===== config.mk =====
export PLATFORM = sky130hd
export DESIGN_NAME = joystick_stepper_sequencer_unit
export DESIGN_NICKNAME = d
export VERILOG_FILES = /design/src/hw/rtl/jss_pkg.sv /design/src/hw/rtl/jss_ctrl.sv /design/src/hw/rtl/jss_datapath.sv /design/src/hw/rtl/joystick_stepper_sequencer_unit.sv
export SDC_FILE = /design/constraint.sdc
export NUM_CORES = 1
export LEC_CHECK = 0
export BUFFER_PORTS_ARGS = -buffer_cell sky130_fd_sc_hd__buf_2
export CAP_MARGIN = 30
export CORE_MARGIN = 5
export CORE_UTILIZATION = 53
export CTS_CLUSTER_SIZE = 10
export DETAILED_ROUTE_END_ITERATION = 6
export GPL_ROUTABILITY_DRIVEN = 0
export PLACE_DENSITY = 0.79
export SYNTH_ARGS = -nofsm -noshare
export SYNTH_HDL_FRONTEND = slang
export SYNTH_SLANG_ARGS = --single-unit

===== constraint.sdc =====
create_clock -name i_clk -period 6.8 [get_ports i_clk]
set_input_delay 1.36 -clock i_clk [delete_from_list [all_inputs] [get_ports i_clk]]
set_output_delay 1.36 -clock i_clk [all_outputs]
set_load 0.01 [all_outputs]

===== src/hw/rtl/jss_pkg.sv =====
// jss_pkg: shared types, reset constants and helpers of the joystick stepper sequencer
// used by jss_ctrl, jss_datapath and joystick_stepper_sequencer_unit
`default_nettype none

package jss_pkg;

    localparam int unsigned PHASE_COUNT_DEF = 8;
    localparam int unsigned SAMPLE_W        = 8;
    localparam int unsigned COIL_W          = 4;
    localparam int unsigned DELAY_W         = 18;
    localparam int unsigned CFG_IDX_W       = 2;
    localparam int unsigned CFG_DATA_W      = 32;
    localparam int unsigned SQ_W            = 2 * SAMPLE_W;
    localparam int unsigned PROD_W          = SQ_W + SAMPLE_W;

    localparam logic [SAMPLE_W-1:0]   HIGH_TH_RST = 8'h90;
    localparam logic [SAMPLE_W-1:0]   LOW_TH_RST  = 8'h70;
    localparam logic [SAMPLE_W-1:0]   SCALE_RST   = 8'd10;
    localparam logic [CFG_DATA_W-1:0] PATTERN_RST = 32'h1248_1248;
    localparam logic [DELAY_W-1:0]    DELAY_MAX   = {DELAY_W{1'b1}};

    typedef enum logic [CFG_IDX_W-1:0] {
        CFG_HIGH_TH = 2'd0,
        CFG_LOW_TH  = 2'd1,
        CFG_SCALE   = 2'd2,
        CFG_PATTERN = 2'd3
    } t_cfg_reg;

    typedef enum logic [1:0] {
        S_IDLE,
        S_SQUARE,
        S_SCALE
    } t_state;

    typedef struct packed {
        logic take;
        logic square;
        logic scale;
    } t_dp_cmd;

    typedef struct packed {
        logic delay_zero;
        logic step_hit;
        logic out_free;
    } t_dp_sts;

    // coil port order: pattern bits 1 and 2 change places
    function automatic logic [COIL_W-1:0] swap_mid_bits(input logic [COIL_W-1:0] p);
        swap_mid_bits = {p[3], p[1], p[2], p[0]};
    endfunction

endpackage

`default_nettype wire


===== src/hw/rtl/jss_ctrl.sv =====
// jss_ctrl: sequencing state machine of the joystick stepper sequencer
// depends on jss_pkg; drives jss_datapath through t_dp_cmd
`default_nettype none

module jss_ctrl
    import jss_pkg::*;
(
    input  wire          i_clk,
    input  wire          i_rst_n,
    input  wire          i_valid,
    output logic         o_stall,
    input  wire t_dp_sts i_sts,
    output t_dp_cmd      o_cmd
);

    t_state r_state;
    t_state n_state;

    always_ff @(posedge i_clk) begin
        if (!i_rst_n) begin
            r_state <= S_IDLE;
        end else begin
            r_state <= n_state;
        end
    end

    always_comb begin
        n_state = r_state;
        case (r_state)
            S_IDLE: begin
                if (o_cmd.take && i_sts.delay_zero && i_sts.step_hit) begin
                    n_state = S_SQUARE;
                end
            end
            S_SQUARE: n_state = S_SCALE;
            S_SCALE:  n_state = S_IDLE;
            default:  n_state = S_IDLE;
        endcase
    end

    always_comb begin
        o_stall      = 1'b1;
        o_cmd.take   = 1'b0;
        o_cmd.square = 1'b0;
        o_cmd.scale  = 1'b0;
        case (r_state)
            S_IDLE: begin
                o_stall    = !i_sts.out_free;
                o_cmd.take = i_valid && i_sts.out_free;
            end
            S_SQUARE: o_cmd.square = 1'b1;
            S_SCALE:  o_cmd.scale  = 1'b1;
            default: begin
                o_stall = 1'b1;
            end
        endcase
    end

`ifndef SYNTH
    a_square_then_scale: assert property (@(posedge i_clk) disable iff (!i_rst_n)
        r_state == S_SQUARE |=> r_state == S_SCALE)
        else $error("squaring not followed by scaling");

    a_step_starts_delay: assert property (@(posedge i_clk) disable iff (!i_rst_n)
        (o_cmd.take && i_sts.delay_zero && i_sts.step_hit) |=> r_state == S_SQUARE)
        else $error("step did not start the delay computation");

    a_no_take_while_busy: assert property (@(posedge i_clk) disable iff (!i_rst_n)
        r_state != S_IDLE |-> (!o_cmd.take && o_stall))
        else $error("transfer taken during delay computation");
`endif

endmodule

`default_nettype wire


===== src/hw/rtl/jss_datapath.sv =====
// jss_datapath: configuration, phase, coil and delay registers, delay multiplier
// depends on jss_pkg; commanded by jss_ctrl
`default_nettype none

module jss_datapath
    import jss_pkg::*;
#(
    parameter int unsigned PHASE_COUNT = PHASE_COUNT_DEF
) (
    input  wire                    i_clk,
    input  wire                    i_rst_n,
    input  wire                    i_cfg_we,
    input  wire  [CFG_IDX_W-1:0]   i_cfg_index,
    input  wire  [CFG_DATA_W-1:0]  i_cfg_data,
    input  wire  [SAMPLE_W-1:0]    i_adc_sample,
    input  wire                    i_out_stall,
    input  wire t_dp_cmd           i_cmd,
    output t_dp_sts                o_sts,
    output logic                   o_out_valid,
    output logic [COIL_W-1:0]      o_coil_drive,
    output logic                   o_stepped,
    output logic                   o_stopped,
    output logic                   o_turn_direction
);

    localparam int unsigned PHASE_W = (PHASE_COUNT > 2) ? $clog2(PHASE_COUNT) : 1;
    localparam logic [PHASE_W-1:0] PHASE_LAST = PHASE_W'(PHASE_COUNT - 1);

    logic [SAMPLE_W-1:0]   r_high_th;
    logic [SAMPLE_W-1:0]   r_low_th;
    logic [SAMPLE_W-1:0]   r_scale;
    logic [CFG_DATA_W-1:0] r_pattern;

    logic [PHASE_W-1:0]    r_phase;
    logic [DELAY_W-1:0]    r_delay;
    logic [COIL_W-1:0]     r_coil;
    logic                  r_dir;

    logic [SAMPLE_W-1:0]   r_dist;
    logic [SQ_W-1:0]       r_sq;

    logic                  r_out_valid;
    logic                  r_stepped;
    logic                  r_stopped;

    logic                  hit_cw;
    logic                  hit_ccw;
    logic [SAMPLE_W-1:0]   excess;
    logic [2:0]            nib_sel;
    logic [COIL_W-1:0]     nibble;
    logic                  step_dir;
    logic [PHASE_W-1:0]    phase_next;
    logic [PROD_W-1:0]     prod;
    logic [DELAY_W-1:0]    delay_sat;

    // clockwise test wins when the thresholds overlap
    always_comb begin
        hit_cw   = i_adc_sample >= r_high_th;
        hit_ccw  = i_adc_sample <= r_low_th;
        step_dir = !hit_cw;
        excess   = hit_cw ? (i_adc_sample - r_high_th) : (r_low_th - i_adc_sample);
        nib_sel  = 3'(r_phase);
        nibble   = r_pattern[nib_sel*COIL_W +: COIL_W];
        if (!step_dir) begin
            phase_next = (r_phase == PHASE_LAST) ? '0 : r_phase + 1'b1;
        end else begin
            phase_next = (r_phase == '0) ? PHASE_LAST : r_phase - 1'b1;
        end
        prod      = r_scale * r_sq;
        delay_sat = (|prod[PROD_W-1:DELAY_W]) ? DELAY_MAX : prod[DELAY_W-1:0];
    end

    always_comb begin
        o_sts.delay_zero = (r_delay == '0);
        o_sts.step_hit   = hit_cw || hit_ccw;
        o_sts.out_free   = !r_out_valid || !i_out_stall;
    end

    always_ff @(posedge i_clk) begin
        if (!i_rst_n) begin
            r_high_th <= HIGH_TH_RST;
            r_low_th  <= LOW_TH_RST;
            r_scale   <= SCALE_RST;
            r_pattern <= PATTERN_RST;
        end else if (i_cfg_we) begin
            case (i_cfg_index)
                CFG_HIGH_TH: r_high_th <= i_cfg_data[SAMPLE_W-1:0];
                CFG_LOW_TH:  r_low_th  <= i_cfg_data[SAMPLE_W-1:0];
                CFG_SCALE:   r_scale   <= i_cfg_data[SAMPLE_W-1:0];
                CFG_PATTERN: r_pattern <= i_cfg_data;
                default: ;
            endcase
        end
    end

    always_ff @(posedge i_clk) begin
        if (!i_rst_n) begin
            r_phase <= '0;
            r_delay <= '0;
            r_coil  <= '0;
            r_dir   <= 1'b0;
        end else if (i_cmd.take) begin
            if (r_delay != '0) begin
                r_delay <= r_delay - 1'b1;
            end else if (hit_cw || hit_ccw) begin
                r_dir   <= step_dir;
                r_coil  <= swap_mid_bits(nibble);
                r_phase <= phase_next;
            end
        end else if (i_cmd.scale) begin
            r_delay <= delay_sat;
        end
    end

    // squared distance settles while the state machine holds off new samples
    always_ff @(posedge i_clk) begin
        if (i_cmd.take) begin
            r_dist <= excess;
        end
        if (i_cmd.square) begin
            r_sq <= r_dist * r_dist;
        end
    end

    always_ff @(posedge i_clk) begin
        if (!i_rst_n) begin
            r_out_valid <= 1'b0;
        end else if (i_cmd.take) begin
            r_out_valid <= 1'b1;
        end else if (!i_out_stall) begin
            r_out_valid <= 1'b0;
        end
    end

    always_ff @(posedge i_clk) begin
        if (i_cmd.take) begin
            r_stepped <= (r_delay == '0) && (hit_cw || hit_ccw);
            r_stopped <= (r_delay == '0) && !(hit_cw || hit_ccw);
        end
    end

    assign o_out_valid      = r_out_valid;
    assign o_coil_drive     = r_coil;
    assign o_stepped        = r_stepped;
    assign o_stopped        = r_stopped;
    assign o_turn_direction = r_dir;

`ifndef SYNTH
    a_step_or_stop: assert property (@(posedge i_clk) disable iff (!i_rst_n)
        r_out_valid |-> !(r_stepped && r_stopped))
        else $error("result both stepped and stopped");

    a_countdown: assert property (@(posedge i_clk) disable iff (!i_rst_n)
        (i_cmd.take && r_delay != '0) |=> r_delay == $past(r_delay) - 1'b1)
        else $error("delay counter did not count down");

    a_phase_held: assert property (@(posedge i_clk) disable iff (!i_rst_n)
        (i_cmd.take && r_delay != '0) |=> $stable(r_phase) && $stable(r_coil))
        else $error("phase moved during a pending delay");
`endif

endmodule

`default_nettype wire


===== src/hw/rtl/joystick_stepper_sequencer_unit.sv =====
// joystick_stepper_sequencer_unit: top level of the joystick stepper sequencer
// depends on jss_pkg, jss_ctrl and jss_datapath
//
//   channel  | direction | handshake           | payload
//   ---------+-----------+---------------------+------------------------------------------
//   sample   | in        | i_valid / o_stall   | i_adc_sample
//   result   | out       | o_valid / i_stall   | o_coil_drive, o_stepped, o_stopped,
//            |           |                     | o_turn_direction
//   config   | in        | i_cfg_we            | i_cfg_index, i_cfg_data
//
// a sample taken while a delay is pending or inside the dead band leaves the unit idle
// a step computes the delay as scale * r * r through two registered multiplies,
// squaring then scaling, before the next sample is taken
// a held result stalls the sample side until it leaves; both may transfer in one cycle
// synchronous active-low reset restores register defaults, phase 0, no delay, coils off
`default_nettype none

module joystick_stepper_sequencer_unit
    import jss_pkg::*;
#(
    parameter int unsigned PHASE_COUNT = PHASE_COUNT_DEF
) (
    input  wire                    i_clk,
    input  wire                    i_rst_n,
    input  wire                    i_valid,
    output logic                   o_stall,
    input  wire  [SAMPLE_W-1:0]    i_adc_sample,
    output logic                   o_valid,
    input  wire                    i_stall,
    output logic [COIL_W-1:0]      o_coil_drive,
    output logic                   o_stepped,
    output logic                   o_stopped,
    output logic                   o_turn_direction,
    input  wire                    i_cfg_we,
    input  wire  [CFG_IDX_W-1:0]   i_cfg_index,
    input  wire  [CFG_DATA_W-1:0]  i_cfg_data
);

    t_dp_cmd cmd;
    t_dp_sts sts;

    jss_ctrl u_ctrl (
        .i_clk   (i_clk),
        .i_rst_n (i_rst_n),
        .i_valid (i_valid),
        .o_stall (o_stall),
        .i_sts   (sts),
        .o_cmd   (cmd)
    );

    jss_datapath #(
        .PHASE_COUNT (PHASE_COUNT)
    ) u_datapath (
        .i_clk            (i_clk),
        .i_rst_n          (i_rst_n),
        .i_cfg_we         (i_cfg_we),
        .i_cfg_index      (i_cfg_index),
        .i_cfg_data       (i_cfg_data),
        .i_adc_sample     (i_adc_sample),
        .i_out_stall      (i_stall),
        .i_cmd            (cmd),
        .o_sts            (sts),
        .o_out_valid      (o_valid),
        .o_coil_drive     (o_coil_drive),
        .o_stepped        (o_stepped),
        .o_stopped        (o_stopped),
        .o_turn_direction (o_turn_direction)
    );

endmodule

`default_nettype wire


# After elaboration in Yosys (flattened, before gate mapping)
# Cells that the tools add are included.
[totals]
ff_bits = 111
in_bits = 47
out_inout_bits = 9
word_cells = 75
[op_classes]
addsub = 5
n_mul = 2
magnitude_cmp = 2
eq_ne = 9
shift = 1
n_mux = 16
bitwise_logic = 1
reduce_logical = 25
[ops]
columns = ["cell", "n"]
rows = [
  ["18-bit 2-to-1 mux", 4],
  ["32-bit by 6-bit indexed part select with 4-bit output", 1],
  ["8-bit by 16-bit multiplier with 24-bit output", 1],
  ["18-bit logical NOT", 1],
  ["18-bit nonzero test", 1],
  ["18-bit by 1-bit subtractor with 18-bit output, second input constant", 1],
  ["8-bit by 8-bit multiplier with 16-bit output", 1],
  ["8-bit subtractor", 2],
  ["2-bit AND reduction", 5],
  ["3-bit 2-to-1 mux", 3],
  ["8-bit >= comparator", 1],
  ["8-bit <= comparator", 1],
  ["8-bit 2-to-1 mux", 1],
  ["2-bit equality test, second input constant", 3],
  ["1-bit 2-to-1 mux", 6],
  ["2-bit by 1-bit inequality test with 1-bit output, second input constant", 3],
  ["6-bit OR reduction", 1],
  ["1-bit logical AND", 5],
  ["1-bit logical NOT", 5],
  ["2-bit by 1-bit equality test with 1-bit output, second input constant", 2],
  ["2-bit logical NOT", 2],
  ["2-bit one-hot mux with 2 select lines", 1],
  ["3-bit by 1-bit adder with 3-bit output, second input constant", 1],
  ["3-bit equality test, second input constant", 1],
  ["other kinds (7)", 8],
]

# Depth between registers and ports, before layout
[logic_depth]
ltp_word = 8
ltp_mapped = 21
depth_no_buf = 19

# Hierarchy
# Synthesis repeated with hierarchy kept, for this count alone.
[hier_totals]
hier_cells = 1238
area_unflattened_um2 = 10969.3
[by_module_without_submodules]
columns = ["mod", "instances", "cells_per_inst", "area_per_inst_um2", "seq_area_each_um2"]
rows = [
  ["jss_datapath", 1, 1228, 10874.2, 2412.3],
  ["jss_ctrl", 1, 10, 95.1, 40.0],
]

# Least setup slack after synthesis
# No wires, ideal clock.
[synth_path]
path_kind = "reg-to-reg"
startpoint = "register u_datapath.r_scale[7]"
endpoint = "register u_datapath.r_delay[4]"
setup_ns = 0.122
t_arrival_ns = 4.903
required_ns = 6.678
setup_slack_ns = 1.775
stages_incl_launch_ff = 20
n_path_buf = 2
period_less_slack_ns = 5.025
cell_sequence = "dfxtp_1 > clkbuf_1 > and2_1 > fa_1 > inv_1 > fa_1 > inv_1 > fa_1 > inv_1 > fa_1 > inv_1 > ha_1 > clkbuf_1 > a21oi_1 > o211ai_1 > a221oi_1 > nor2_1 > nor4_4 > nand4_4 > o311a_1"
[synth_between]
elab_chain_len = 5
[synth_lines]
columns = ["element", "line", "rtl"]
rows = [
  ["from (decl)", "jss_datapath.sv:31", "logic [SAMPLE_W-1:0] r_scale;"],
  ["from (signal assigned)", "jss_datapath.sv:89", "CFG_SCALE: r_scale <= i_cfg_data[SAMPLE_W-1:0];"],
  ["8-bit by 16-bit multiplier with 24-bit output", "jss_datapath.sv:69", "prod = r_scale * r_sq;"],
  ["6-bit OR reduction", "jss_datapath.sv:70", "delay_sat = (|prod[PROD_W-1:DELAY_W]) ? DELAY_MAX : prod[DELAY_W-1:0];"],
  ["18-bit 2-to-1 mux", "jss_datapath.sv:70", ""],
  ["18-bit 2-to-1 mux", "jss_datapath.sv:110", "end else if (i_cmd.scale) begin"],
  ["18-bit 2-to-1 mux", "jss_datapath.sv:102", "end else if (i_cmd.take) begin"],
  ["to (signal assigned)", "jss_datapath.sv:104", "r_delay <= r_delay - 1'b1;"],
  ["to (signal assigned)", "jss_datapath.sv:111", "r_delay <= delay_sat;"],
  ["to (decl)", "jss_datapath.sv:35", "logic [DELAY_W-1:0] r_delay;"],
]
# Every way passes these cells. The select of a mux whose other input is x is not followed.
# A chain may end at the register's enable or synchronous reset.

# Worst setup path in the final report
[layout_path]
startpoint = "register u_datapath.r_scale[3]"
endpoint = "register u_datapath.r_delay[12]"
[layout_between]
elab_chain_len = 5
[layout_lines]
columns = ["element", "line"]
rows = [
  ["8-bit by 16-bit multiplier with 24-bit output (*)", "jss_datapath.sv:69"],
  ["6-bit OR reduction", "jss_datapath.sv:70"],
  ["18-bit 2-to-1 mux (*)", "jss_datapath.sv:70"],
  ["18-bit 2-to-1 mux (*)", "jss_datapath.sv:110"],
  ["18-bit 2-to-1 mux (*)", "jss_datapath.sv:102"],
]
# Mark *: on every way between the ends. The rest lies on a longest branch, timed or not. The select of a mux whose other input is x is not followed.

==> impl_results.md <==
* Slowest CP cell: dfxtp_1
* I/O Buffers at 55
* Part of the cycle the worst path needs at 81.58%
* Synth Instances at 1244
* Hold Fails Final Rpt at 0
* CP top delay family: adder cells
* Number of synthesis warnings at 0
* Hold path cells at 2
* Power Density at 238.7 nW/um^2
* Number of synthesized register bits at 110
* Area post-placement at 11530 sq um
* TritonCTS clock tree: done
* Cell taking the most area after synthesis: fa_1
* Peak Freq at 180.3 MHz
* Die Wd at 154.4 microns
* Total area of sequential cells at 2452 sq um
* Status: finished, final reports clean
* Filler cells at 1760
* Clk sinks at 110
* Maxcap violations at 0
* Max_slew headroom at 47.10%
* Hold/Removal Path Class: reg -> reg
* Gr ovfl total at 0
* Die area at 23840 sq um
* # Post-CTS Setup Buffers at 0
* Most common cell after layout, fill and taps aside: inv_1
* CTS resizes at 0
* Tmin final at 5547 ps
* Largest cells by area after synthesis: fa_1 19%, dfxtp_1 15%, ha_1 11%
* Clock Latency Late Sink at 360 ps
* Cell Rows at 52
* Worst path depth at 17
* CTS Hold Bufs at 0
* Worst Tran Pin Value at 793.5 ps
* Reg2Reg Setup Slack at 1250 ps
* Non-Filler Instances at 1545
* FFs w/ async S/R, synth at 0%
* R2R depth at 17
* Chip height at 154.4 microns
* Largest net degree at the start of global routing at 90
* Initial Util at 54.27%
* Mapped Area at 11050 sq um
* Critical Path Fanout Max at 16
* Number of synthesized flops with an enable pin at 25
* CTS buffer count at 9
* CP max stage delay at 680 ps
* Vias in the first global route at 8921
* Area grow syn2layout at 7.075%
* Core Box Area at 20360 sq um
* Max-slew violations at 0
* H-tree level count at 3
* Nets at 1519
* Post-DP HPWL at 18250 microns
* Placed cell count at 1529
* Worst Path Required at 7040 ps
* Synth unique cells at 75
* CP Capture Type: flop
* # diodes at 0
* Crit-path cells: and2_1, fa_1, fa_1, fa_1, inv_1, fa_1, inv_1, ha_1, a21oi_1, o211ai_1, and3_1, nor2_1, o21ai_0, xnor2_1, nand4_4, nor3_1, o21ai_0
* Yosys top cell area share at 19.38%
* Clk Tree Root Cell: clkbuf_16
* Total Wirelength at 23490 microns
* Syn avg cell area at 8.884 sq um
* Type of origin of the critical path: flop
* Routed len/inst at 15.20 microns
* Leak pwr at 0.005648 uW
* Multi-input gate area at 7755 sq um
* Post-route cell area at 11830 sq um
* # DRC at 0
* GRT Overall Usage at 20.48%
* Initial antenna violation count at 0
* Post-synth top flop: dfxtp_1
* First-pass GRT wire length at 40940 microns
* Final setup viols at 0
* I/O pin cnt at 56
* Share of layout cells above drive strength 1 at 8.941%
* CP Data Arrival Time at 5790 ps
* Bufs on Longest Clock Path at 2
* Iter 0 DRT Violations at 382
* Worst-path clk slew at 80 ps
* Peak VDD IR at 0.1796 mV
* RSZ-0062 raised after global routing: no
* Drt via density at 5.508
* Top cell by count, worst path: fa_1
* Worst Path Buf+Inv at 2
* Setup TNS at 0 ps
* Critical path class: reg -> reg
* Vias at 8510
* Post-route ant nets at 0
* Clock skew at 12.01 ps
* Share of the yosys chip area belonging to registers at 22.19%
* First drt pass iteration count at 5
* Most frequent cells in the layout: 170 x inv_1, 159 x nand2_1, 116 x and2_1, 107 x fa_1, 95 x ha_1
[flip-flops by register name (all words and copies together) (netlist names)]
name,flops
u_datapath.o_turn_direction,1
u_datapath.o_out_valid,1
u_datapath.r_dist,8
u_datapath.o_coil_drive,4
u_datapath.o_stopped,1
u_datapath.r_low_th,8
u_datapath.r_scale,8
u_datapath.r_high_th,8
u_datapath.nib_sel,3
u_datapath.r_pattern,32
u_datapath.r_sq,15
u_ctrl.r_state,2
u_datapath.r_delay,18
u_datapath.o_stepped,1
[per-stage QoR]
step	power (uW)	setup slack, ps	util (%)	hold WS [ps]
2_1_floorplan	1975	1775	-	435.1
3_3_place_gp	2223	1524	56.47	446.6
3_5_place_dp	2278	1322	56.62	453.4
4_1_cts	2844	1280	58.11	471.6
5_1_grt	3083	950.8	58.11	488.2
6_report	2825	1253	58.11	466.7
[kinds of logic after synthesis]
group / after synthesis / synth area share [%]
compound gates: 208 / 12.76
xor+xnor: 45 / 3.566
fa+ha+maj: 202 / 30.14
buf+inv: 220 / 7.744
flops: 110 / 22.19
mux: 28 / 3.453
other cells: 2 / 0.06795
simple gates: 429 / 20.08
[final cells by class]
class                      count  area share [%]
inverter                     171           5.424
timing repair buffer          62           2.897
clock inverter                 6          0.6344
tap                          270           2.855
clock buffer                  10           1.935
sequential                   110           20.72
multi-input combinational    916           65.53
[worst register-to-register path: stages (launching register included)]
cell	delay [ps]
dfxtp_1	680
and2_1	250
fa_1	450
fa_1	480
fa_1	540
inv_1	50
fa_1	530
inv_1	40
ha_1	370
a21oi_1	260
o211ai_1	240
and3_1	280
nor2_1	170
o21ai_0	130
xnor2_1	300
nand4_4	250
nor3_1	280
o21ai_0	130
[report_power, final]
| group | leakage, uW | switching (uW) | internal, uW | total (uW) |
|---|---|---|---|---|
| logic | 0.00457 | 788 | 661 | 1450 |
| registers | 0.000927 | 53.4 | 768 | 822 |
| clock network | 0.000151 | 262 | 293 | 555 |
| total | 0.00565 | 1100 | 1720 | 2830 |
[Yosys cell counts, types with 5 or more instances]
library cell / n
a211oi_1: 7
a21boi_0: 32
a21o_1: 14
a21oi_1: 60
and2_1: 116
and3_1: 5
buf_2: 6
clkbuf_1: 39
dfxtp_1: 85
edfxtp_1: 25
fa_1: 107
ha_1: 95
inv_1: 170
mux2i_1: 19
mux4_2: 8
nand2_1: 159
nand2b_1: 10
nand3_1: 26
nand4_1: 7
nor2_1: 37
nor2b_1: 23
nor3_1: 18
o211a_1: 7
o211ai_1: 7
o21a_1: 10
o21ai_0: 32
xnor2_1: 30
xor2_1: 15
[worst paths after layout]
kind	from	to
min reg2reg	u_datapath.r_pattern[23]$_SDFFE_PN0P_	u_datapath.r_pattern[23]$_SDFFE_PN0P_
max reg2reg	u_datapath.r_scale[3]$_SDFFE_PN1P_	u_datapath.r_delay[12]$_SDFFE_PN0P_
max	u_datapath.r_scale[3]$_SDFFE_PN1P_	u_datapath.r_delay[12]$_SDFFE_PN0P_
min	u_datapath.r_pattern[23]$_SDFFE_PN0P_	u_datapath.r_pattern[23]$_SDFFE_PN0P_
[routing by layer]
metal | wire, microns | up-vias | share of wire (%) | track usage [%]
met4 | 714 | 0 | 3.0 | 6.770
met2 | 12070 | 211 | 51 | 36.94
met3 | 984 | 54 | 4.2 | 2.626
met5 | 0 | - | 0 | 0
li1 | - | 4118 | - | -
met1 | 9716 | 4127 | 41 | 25.36
No activity file was read; power rests on OpenSTA's default activity.
